[config.mk]
export PLATFORM = sky130hd
export DESIGN_NAME = four_bit_pixel_run_decoder
export DESIGN_NICKNAME = d
export VERILOG_FILES = /design/src/fpr_pkg.sv /design/src/fpr_ctrl.sv /design/src/fpr_dp.sv /design/src/four_bit_pixel_run_decoder.sv
export SDC_FILE = /design/constraint.sdc
export NUM_CORES = 1
export LEC_CHECK = 0
export BUFFER_PORTS_ARGS = -buffer_cell sky130_fd_sc_hd__buf_2
export CAP_MARGIN = 20
export CORE_MARGIN = 2
export CORE_UTILIZATION = 40
export DETAILED_ROUTE_END_ITERATION = 8
export PLACE_DENSITY_LB_ADDON = 0.05
export SKIP_LAST_GASP = 1
export SYNTH_ARGS = -nofsm -noshare
export SYNTH_HDL_FRONTEND = slang
export SYNTH_HIERARCHICAL = 1
export SYNTH_SLANG_ARGS = --single-unit
[constraint.sdc]
create_clock -name clk_i -period 5.4 [get_ports clk_i]
set_input_delay 1.08 -clock clk_i [delete_from_list [all_inputs] [get_ports clk_i]]
set_output_delay 1.08 -clock clk_i [all_outputs]
set_load 0.01 [all_outputs]
[src/fpr_pkg.sv]
// shared types and constants for the four-bit pixel run decoder
// used by fpr_ctrl, fpr_dp and the top level; depends on nothing
package fpr_pkg;

  // decode phases of the command parser
  localparam logic [3:0] PH_IDLE  = 4'd0;
  localparam logic [3:0] PH_NIB   = 4'd1;
  localparam logic [3:0] PH_SW1   = 4'd2;
  localparam logic [3:0] PH_SHORT = 4'd3;
  localparam logic [3:0] PH_SW2   = 4'd4;
  localparam logic [3:0] PH_LEN4  = 4'd5;
  localparam logic [3:0] PH_SW3   = 4'd6;
  localparam logic [3:0] PH_LEN9  = 4'd7;
  localparam logic [3:0] PH_LEN25 = 4'd8;
  localparam logic [3:0] PH_COL   = 4'd9;

  // one decoded run waiting to be sent
  typedef struct packed {
    logic [8:0] run_length;
    logic [3:0] pixel_color;
    logic       string_end;
  } run_t;

  // controller to datapath
  typedef struct packed {
    logic load;  // take a new word
    logic step;  // consume one bit
    logic pop;   // move one result to the output register
  } cmd_t;

  // datapath to controller
  typedef struct packed {
    logic       done;      // this step finishes the word
    logic [1:0] remain;    // results of this word not yet sent
    logic       out_free;  // output register can take a result
  } status_t;

endpackage

[src/fpr_ctrl.sv]
// controller state machine for the four-bit pixel run decoder
// depends on fpr_pkg (command and status structs)
module fpr_ctrl (
  input  logic             clk_i,
  input  logic             rst_ni,
  input  logic             in_valid_i,
  output logic             in_ready_o,
  input  fpr_pkg::status_t status_i,
  output fpr_pkg::cmd_t    cmd_o
);

  localparam logic [1:0] S_IDLE  = 2'd0;
  localparam logic [1:0] S_BITS  = 2'd1;
  localparam logic [1:0] S_FLUSH = 2'd2;

  logic [1:0] state_q, state_d;

  always_comb begin
    state_d    = state_q;
    cmd_o      = '0;
    in_ready_o = 1'b0;
    unique case (state_q)
      S_IDLE: begin
        in_ready_o = 1'b1;
        if (in_valid_i) begin
          cmd_o.load = 1'b1;
          state_d    = S_BITS;
        end
      end
      S_BITS: begin
        cmd_o.step = 1'b1;
        if (status_i.done) begin
          state_d = S_FLUSH;
        end
      end
      S_FLUSH: begin
        if (status_i.remain == 2'd0) begin
          state_d = S_IDLE;
        end else if (status_i.out_free) begin
          cmd_o.pop = 1'b1;
          if (status_i.remain == 2'd1) begin
            state_d = S_IDLE;
          end
        end
      end
      default: begin
        state_d = S_IDLE;
      end
    endcase
  end

  always_ff @(posedge clk_i or negedge rst_ni) begin
    if (!rst_ni) begin
      state_q <= S_IDLE;
    end else begin
      state_q <= state_d;
    end
  end

endmodule

[src/fpr_dp.sv]
// datapath of the four-bit pixel run decoder: bit shifter, command parser,
// per-word result buffer and output register; depends on fpr_pkg
module fpr_dp (
  input  logic             clk_i,
  input  logic             rst_ni,
  input  fpr_pkg::cmd_t    cmd_i,
  output fpr_pkg::status_t status_o,
  input  logic [7:0]       code_byte_i,
  input  logic             segment_end_i,
  output logic             out_valid_o,
  input  logic             out_ready_i,
  output logic [8:0]       run_length_o,
  output logic [3:0]       pixel_color_o,
  output logic             string_end_o,
  output logic             truncated_o,
  output logic             last_of_byte_o
);

  // decoder state
  logic [3:0] phase_q, phase_d;
  logic [7:0] field_q, field_d;
  logic [3:0] bits_left_q, bits_left_d;
  logic [8:0] pend_q, pend_d;

  // word being consumed
  logic [7:0] shift_q;
  logic       seg_q;
  logic [2:0] bit_cnt_q;

  // results of the current word
  fpr_pkg::run_t buf_q [2];
  logic [1:0]    buf_cnt_q;
  logic [1:0]    rd_q;
  logic          trunc_q;

  logic          out_valid_q;

  // one-bit step
  logic [3:0]    ph;
  logic [3:0]    bl;
  logic [7:0]    fv;
  logic          res_v;
  fpr_pkg::run_t res;
  logic          done;

  always_comb begin
    ph = phase_q;
    bl = bits_left_q;
    fv = field_q;
    if (ph == fpr_pkg::PH_IDLE || ph > fpr_pkg::PH_COL || bl == 4'd0 || bl > 4'd8) begin
      ph = fpr_pkg::PH_NIB;
      bl = 4'd4;
      fv = '0;
    end
    fv = {fv[6:0], shift_q[7]};
    bl = bl - 4'd1;

    phase_d     = ph;
    bits_left_d = bl;
    field_d     = fv;
    pend_d      = pend_q;
    res_v       = 1'b0;
    res         = '0;

    if (bl == 4'd0) begin
      field_d     = '0;
      bits_left_d = 4'd0;
      phase_d     = fpr_pkg::PH_IDLE;
      unique case (ph)
        fpr_pkg::PH_NIB: begin
          if (fv[3:0] != 4'd0) begin
            res_v           = 1'b1;
            res.run_length  = 9'd1;
            res.pixel_color = fv[3:0];
          end else begin
            phase_d     = fpr_pkg::PH_SW1;
            bits_left_d = 4'd1;
          end
        end
        fpr_pkg::PH_SW1: begin
          if (fv[0] == 1'b0) begin
            phase_d     = fpr_pkg::PH_SHORT;
            bits_left_d = 4'd3;
          end else begin
            phase_d     = fpr_pkg::PH_SW2;
            bits_left_d = 4'd1;
          end
        end
        fpr_pkg::PH_SHORT: begin
          res_v = 1'b1;
          if (fv[2:0] == 3'd0) begin
            res.string_end = 1'b1;
          end else begin
            res.run_length = {6'd0, fv[2:0]} + 9'd2;
          end
        end
        fpr_pkg::PH_SW2: begin
          if (fv[0] == 1'b0) begin
            phase_d     = fpr_pkg::PH_LEN4;
            bits_left_d = 4'd2;
          end else begin
            phase_d     = fpr_pkg::PH_SW3;
            bits_left_d = 4'd2;
          end
        end
        fpr_pkg::PH_LEN4: begin
          pend_d      = {7'd0, fv[1:0]} + 9'd4;
          phase_d     = fpr_pkg::PH_COL;
          bits_left_d = 4'd4;
        end
        fpr_pkg::PH_SW3: begin
          case (fv[1:0])
            2'd0: begin
              res_v          = 1'b1;
              res.run_length = 9'd1;
            end
            2'd1: begin
              res_v          = 1'b1;
              res.run_length = 9'd2;
            end
            2'd2: begin
              phase_d     = fpr_pkg::PH_LEN9;
              bits_left_d = 4'd4;
            end
            default: begin
              phase_d     = fpr_pkg::PH_LEN25;
              bits_left_d = 4'd8;
            end
          endcase
        end
        fpr_pkg::PH_LEN9: begin
          pend_d      = {5'd0, fv[3:0]} + 9'd9;
          phase_d     = fpr_pkg::PH_COL;
          bits_left_d = 4'd4;
        end
        fpr_pkg::PH_LEN25: begin
          pend_d      = {1'b0, fv} + 9'd25;
          phase_d     = fpr_pkg::PH_COL;
          bits_left_d = 4'd4;
        end
        default: begin
          res_v           = 1'b1;
          res.run_length  = pend_q;
          res.pixel_color = fv[3:0];
          pend_d          = '0;
        end
      endcase
    end
  end

  // end of string drops the rest of the word
  assign done = (bit_cnt_q == 3'd7) || (res_v && res.string_end);

  assign status_o.done     = done;
  assign status_o.remain   = buf_cnt_q - rd_q + {1'b0, trunc_q};
  assign status_o.out_free = !out_valid_q || out_ready_i;

  // decoder state and buffer control
  always_ff @(posedge clk_i or negedge rst_ni) begin
    if (!rst_ni) begin
      phase_q     <= fpr_pkg::PH_IDLE;
      field_q     <= '0;
      bits_left_q <= '0;
      pend_q      <= '0;
      bit_cnt_q   <= '0;
      buf_cnt_q   <= '0;
      rd_q        <= '0;
      trunc_q     <= 1'b0;
      out_valid_q <= 1'b0;
    end else begin
      if (cmd_i.load) begin
        bit_cnt_q <= '0;
        buf_cnt_q <= '0;
        rd_q      <= '0;
        trunc_q   <= 1'b0;
      end
      if (cmd_i.step) begin
        bit_cnt_q <= bit_cnt_q + 3'd1;
        if (res_v) begin
          buf_cnt_q <= buf_cnt_q + 2'd1;
        end
        if (done && seg_q) begin
          // segment limit: flag an open command and start clean
          trunc_q     <= (phase_d != fpr_pkg::PH_IDLE);
          phase_q     <= fpr_pkg::PH_IDLE;
          field_q     <= '0;
          bits_left_q <= '0;
          pend_q      <= '0;
        end else begin
          phase_q     <= phase_d;
          field_q     <= field_d;
          bits_left_q <= bits_left_d;
          pend_q      <= pend_d;
        end
      end
      if (cmd_i.pop) begin
        if (rd_q < buf_cnt_q) begin
          rd_q <= rd_q + 2'd1;
        end else begin
          trunc_q <= 1'b0;
        end
      end
      if (cmd_i.pop) begin
        out_valid_q <= 1'b1;
      end else if (out_ready_i) begin
        out_valid_q <= 1'b0;
      end
    end
  end

  // payload registers
  always_ff @(posedge clk_i) begin
    if (cmd_i.load) begin
      shift_q <= code_byte_i;
      seg_q   <= segment_end_i;
    end
    if (cmd_i.step) begin
      shift_q <= {shift_q[6:0], 1'b0};
      if (res_v) begin
        buf_q[buf_cnt_q[0]] <= res;
      end
    end
    if (cmd_i.pop) begin
      last_of_byte_o <= (status_o.remain == 2'd1);
      if (rd_q < buf_cnt_q) begin
        run_length_o  <= buf_q[rd_q[0]].run_length;
        pixel_color_o <= buf_q[rd_q[0]].pixel_color;
        string_end_o  <= buf_q[rd_q[0]].string_end;
        truncated_o   <= 1'b0;
      end else begin
        run_length_o  <= '0;
        pixel_color_o <= '0;
        string_end_o  <= 1'b0;
        truncated_o   <= 1'b1;
      end
    end
  end

  assign out_valid_o = out_valid_q;

`ifndef SYNTH
  a_pop_has_item: assert property (@(posedge clk_i) disable iff (!rst_ni)
    cmd_i.pop |-> status_o.remain != 2'd0)
    else $error("pop with no result left");

  a_buf_bound: assert property (@(posedge clk_i) disable iff (!rst_ni)
    buf_cnt_q <= 2'd2 && rd_q <= buf_cnt_q)
    else $error("result buffer pointers out of range");

  a_end_xor_trunc: assert property (@(posedge clk_i) disable iff (!rst_ni)
    out_valid_q |-> !(string_end_o && truncated_o))
    else $error("end of string and truncation on one result");

  a_end_zero_len: assert property (@(posedge clk_i) disable iff (!rst_ni)
    (out_valid_q && (string_end_o || truncated_o)) |-> run_length_o == 9'd0)
    else $error("marker result with nonzero length");

  a_load_clears: assert property (@(posedge clk_i) disable iff (!rst_ni)
    cmd_i.load |=> (bit_cnt_q == 3'd0 && buf_cnt_q == 2'd0 && !trunc_q))
    else $error("word load did not clear bit and result counters");
`endif

endmodule

[src/four_bit_pixel_run_decoder.sv]
// top level of the four-bit pixel run decoder
// depends on fpr_pkg, fpr_ctrl and fpr_dp
//
//   channel  handshake              payload
//   in       in_valid_i/in_ready_o  code_byte_i, segment_end_i
//   out      out_valid_o/out_ready_i run_length_o, pixel_color_o, string_end_o,
//                                    truncated_o, last_of_byte_o
//
// a word is loaded, then steps one bit per cycle through the command parser until
// its last bit or an end of string, then moves each of its results to the output
// register when the output is free; a word with no result still passes S_FLUSH
// the next word is taken while the last result still waits in the output register
// reset (rst_ni low) returns the parser to the start of a command
// a stalled output holds the result buffer flush; nothing is dropped
module four_bit_pixel_run_decoder (
  input  logic       clk_i,
  input  logic       rst_ni,
  input  logic       in_valid_i,
  output logic       in_ready_o,
  input  logic [7:0] code_byte_i,
  input  logic       segment_end_i,
  output logic       out_valid_o,
  input  logic       out_ready_i,
  output logic [8:0] run_length_o,
  output logic [3:0] pixel_color_o,
  output logic       string_end_o,
  output logic       truncated_o,
  output logic       last_of_byte_o
);

  fpr_pkg::cmd_t    cmd;
  fpr_pkg::status_t status;

  fpr_ctrl u_ctrl (
    .clk_i      (clk_i),
    .rst_ni     (rst_ni),
    .in_valid_i (in_valid_i),
    .in_ready_o (in_ready_o),
    .status_i   (status),
    .cmd_o      (cmd)
  );

  fpr_dp u_dp (
    .clk_i          (clk_i),
    .rst_ni         (rst_ni),
    .cmd_i          (cmd),
    .status_o       (status),
    .code_byte_i    (code_byte_i),
    .segment_end_i  (segment_end_i),
    .out_valid_o    (out_valid_o),
    .out_ready_i    (out_ready_i),
    .run_length_o   (run_length_o),
    .pixel_color_o  (pixel_color_o),
    .string_end_o   (string_end_o),
    .truncated_o    (truncated_o),
    .last_of_byte_o (last_of_byte_o)
  );

endmodule

# Word-level counts from Yosys, hierarchy flattened
# Memories as Yosys holds them, arrays and structs flattened. A register that Yosys moved wholly into a read port is not among the register bits.
# Cells that the tools add are included.
# totals
regBits,46
ram_bits,28
word_cells,143
n_memories,1
# memory_table
memory,words,width,read_ports,rd_clocked_by_memory_dff,wr,line_no,rtl
u_dp.buf_q,2,14,1,1,1,fpr_dp.sv:31,fpr_pkg::run_t buf_q [2];
# op_classes
addsub,10
order_cmp,3
n_eq_ne,19
muxes,67
n_reduce_logical,28
# ops
operator,n
$pmux W9 S4,2
$pmux W4 S5,2
$mux W2,14
$mux W9,3
$mux W1,24
$mux W4,6
$pmux W4 S2,3
$mux W7,3
$eq A4 B3 Y1 const B,4
$mux W8,2
$mux W14,1
$logic_not A4 Y1,3
$reduce_or A5 Y1,2
$add A8 B5 Y9 const B,1
$mux W3,3
$eq A4 B2 Y1 const B,2
$gt A4 B4 Y1 const B,2
$reduce_bool A4 Y1,2
$reduce_or A7 Y1,1
$eq A2 B1 Y1 const B,3
$logic_not A2 Y1,3
$pmux W2 S3,1
$reduce_bool A2 Y1,3
$add A4 B4 Y5 const B,1
other kinds (27),36

# Depth between registers and ports, before layout
# depth
depth_word,17
ltp_mapped,15

# Modules after synthesis
# The synthesis kept the hierarchy.
# by_module_without_submodules
module,n_inst,cells_per_inst,area_per_inst_um2,seq_area_each_um2
fpr_dp,1,411,4596.9,2407.3
fpr_ctrl,1,13,110.1,50.0

# Worst setup path after synthesis
# Ideal clock, no wire load.
# synth_path
kind,register to register
startpoint,register u_dp.bits_left_q[0]
endpoint,"memory u_dp/buf_q[0][0] (netlist name), enable pin"
setup_ns,0.384
arrival_time_ns,3.558
required_ns,5.016
slack_ns,1.457
stages_incl_launch_ff,13
period_less_slack_ns,3.943
path_cell_list,dfrtp_1 > o31a_4 > nor4_4 > buf_2 > nand2_1 > ha_1 > clkbuf_1 > inv_1 > nand3_1 > a21oi_1 > buf_2 > nand3_1 > nor2_1
# synth_between
elab_chain_len,12
elab_cells_between_ends,28
# synth_rtl
item,line_no,rtl
start: declaration,fpr_dp.sv:22,"logic [3:0] bits_left_q, bits_left_d;"
start signal: assignment,fpr_dp.sv:192,bits_left_q <= bits_left_d;
"parallel branches: the longest is 8 deep, another holds $gt A4 B4 Y1",n/a,
$mux W1 (*),fpr_dp.sv:65,if (bl == 4'd0) begin
$mux W1 (*),fpr_dp.sv:219,if (res_v) begin
$mux W1 (*),fpr_dp.sv:217,if (cmd_i.step) begin
$mux W1 (implied by the code) (*),fpr_dp.sv:220,buf_q[buf_cnt_q[0]] <= res;
end: declaration,fpr_dp.sv:31,
# Mark *: on every way between the ends.

# Final worst setup path
# layout_path
startpoint,register u_dp.bits_left_q[0]
endpoint,"memory u_dp/buf_q[0][13] (netlist name), enable pin"
# The elaborated chain is that of the path after synthesis.

==> metrics.txt <==
LEAKAGE=0.002058 µW; maxcap violations=0; reg2reg setup slack=1.25 ns; Root Buffer=clkbuf_16; CTS buffer count=9; area share of the largest cell type after synthesis=0.3317; syn_area_per_cell=11.10 µm²; pins over their slew limit=0; dpl hpwl=7855 µm; PD cells=538.7 nW/µm²; clk_skew=0.009172 ns; status=finished, final reports clean; CP required=5.46 ns; Post-Syn Nets=451; grt ovf=0; Row Count=39; FF+latch count, synth=88; most numerous cell in the Yosys netlist=edfxtp_1; Cells after Synth=424; gr usage total=0.1772; sequential area share after synthesis=0.5221; cts-stage hold buffer count=0; NumNets Final=476; GPL Wtd Cong=0.9159; clk_lat worst skew=0.34 ns; post-route ant nets=0; post-synth top area cell=edfxtp_1; die height=112.5 µm; mux contribution to synthesized area=0.03190; # fillers=1059; CTS tree=built; HP Class=flop to flop; Final Hold Fails=0; startpoint types=flop; Worst Max-Slew Pin Slew=0.9359 ns; Synth cell types=70; share of layout cells above drive strength 1=0.1652; hold_ws=0.4885 ns; Synth Flop Type=edfxtp_1; Clk pin slew, worst setup/hold paths=0.06 ns; port bufs=30; number of synthesized flops with an enable pin=52; postcts setup bufs=0; RSZ-0062 raised after global routing=no; synth cell count leaders=52 x edfxtp_1, 46 x nor2_1, 35 x dfrtp_1, 25 x nand2_1, 19 x inv_1; Crit. End Element=flop; Via density=5.677; total die area=12650 µm²; Ant. Diodes=0; core area=11470 µm²; VDD IR max=316.2 µV; main area contributors after synthesis=edfxtp_1 33%, dfrtp_1 19%, ha_1 3.7%; synthesis-to-layout area growth=12.76%; routed length per placed instance=18.06 µm; Post-Synth XOR/XNOR Area=0.02233; simple-gate portion of the synthesized area=0.1606; final setup fails=0; clock buffer depth=2; FF-to-FF Start=u_dp/bits_left_q[0]; H-Tree Depth=3; critical path class=flop to flop; minimum clock period=4.151 ns; clk sinks=88; total wire length=10780 µm; critical path arrival=4.21 ns; via count=3389; largest net degree at the start of global routing=36; antenna violations before repair=0; fraction of registers with async set/reset=0.3977; number of global-route vias before repair=3315; Die Wd=112.5 µm; largest family of logic cells by synthesized area=compound AO/OA/AOI/OAI gates; first-pass GRT wire length=17510 µm; Adder-Cell Fraction of Synth Area=0.03721; Slew HR=0.3760; drt initial violations=290; DRT Pass-1 Iters=5; Fmax=240.9 MHz; setup TNS=0 ns; final period utilization=0.7687; R2R depth=10; crit-path max FO=15; post-CTS sizing=0; io pins=31; FF-to-FF End=u_dp/buf_q[0][13]; Synth Warn #=6; Starting Density=0.4105; DRC Markers=0; Setup crit end=u_dp/buf_q[0][13]; Critical Path Start=u_dp/bits_left_q[0]; Compound-Gate Fraction of Synth Area=0.1879; mapped cell area=4707 µm²
[metrics by stage]
stage	instances	total power, µW	setup WS, ns	area [µm²]	utilization
after floorplan	424	1922	1.457	4707	-
after global placement	579	2220	1.138	4981	0.4344
after detailed placement	581	2230	1.264	5004	0.4363
after CTS	597	2882	1.247	5308	0.4628
after global routing	597	3062	0.9656	5308	0.4628
final	597	2859	1.249	5308	0.4628
[worst min path at each step]
stage | startpoint | to | slack (ns) | cells past startpoint
after floorplan | u_dp/bit_cnt_q[0] | u_dp/bit_cnt_q[0] | 0.45 | 1
after global placement | u_dp/shift_q[0] | u_dp/shift_q[0] | 0.48 | 2
after detailed placement | u_dp/bit_cnt_q[0] | u_dp/bit_cnt_q[0] | 0.48 | 1
after CTS | u_dp/bit_cnt_q[0] | u_dp/bit_cnt_q[0] | 0.49 | 1
after global routing | u_dp/pend_q[8] | u_dp/pend_q[8] | 0.52 | 1
final | u_dp/bit_cnt_q[0] | u_dp/bit_cnt_q[0] | 0.49 | 1
[where the power goes]
group / internal [µW] / leakage (µW) / switching [µW] / total [µW]
combinational: 460 / 0.000970 / 777 / 1240
sequential: 876 / 0.000944 / 117 / 993
clock: 363 / 0.000144 / 266 / 629
total: 1700 / 0.00206 / 1160 / 2860
[final cells by class]
cell class / count / area [µm²] / share of cell area
Clock inverter: 7 / 78.83 / 0.01485
Timing Repair Buffer: 39 / 225.2 / 0.04243
Clock buffer: 9 / 225.2 / 0.04243
Tap cell: 143 / 178.9 / 0.03371
Inverter: 19 / 71.32 / 0.01344
Sequential cell: 88 / 2457 / 0.4630
Multi-Input combinational cell: 292 / 2071 / 0.3901
[cells in the final DEF (no fill, tap or decap), drive strengths merged, types with 10 or more instances in the layout]
cell type / synthesis / final
o21ai: 17 / 17
xnor2: 10 / 10
inv: 19 / 21
nand2: 26 / 26
nor3: 11 / 11
a21oi: 14 / 14
dfrtp: 35 / 35
nand3: 11 / 11
nor2: 46 / 46
ha: 14 / 14
a22o: 17 / 17
edfxtp: 52 / 52
buf: 9 / 39
mux2i: 15 / 15
[critical path, cell delays in order (launching register included)]
cell and delay, ns:
dfrtp_1 0.47, o31a_4 0.43, nor4_4 0.72, nand2_1 0.21
ha_1 0.38, inv_1 0.14, nand3_1 0.15, a21oi_1 0.31
nand3_1 0.19, nor2_1 0.62, buf_6 0.23
[state kept, by name, indices dropped and copies added, names as in the netlist, 3 cells and up]
name and count:
u_dp/bit_cnt_q 3, u_dp/bits_left_q 4, u_dp/buf_q 28, u_dp/field_q 7, u_dp/pend_q 9, u_dp/phase_q 4
u_dp/pixel_color_o 4, u_dp/run_length_o 9, u_dp/shift_q 8
[metal layers]
layer / track usage / routed length (µm) / part of all wire / vias up
met4: 0.06667 / 229 / 0.021 / 0
met2: 0.2695 / 4922 / 0.46 / 110
met5: 0 / 0 / 0 / -
met3: 0.04914 / 578 / 0.054 / 19
met1: 0.2430 / 5053 / 0.47 / 1618
li1: - / - / - / 1642
[cell families (layout without fill, tap and decap cells)]
logic type	after synthesis	count (layout)
AND/OR/NAND/NOR	139	139
AO/OA/AOI/OAI	112	112
flip-flops	88	88
buffers and inverters	44	74
multiplexers	15	15
adder cells (fa/ha/maj)	14	14
XOR/XNOR	12	12
Note: power is estimated with default switching activity, not from simulation.
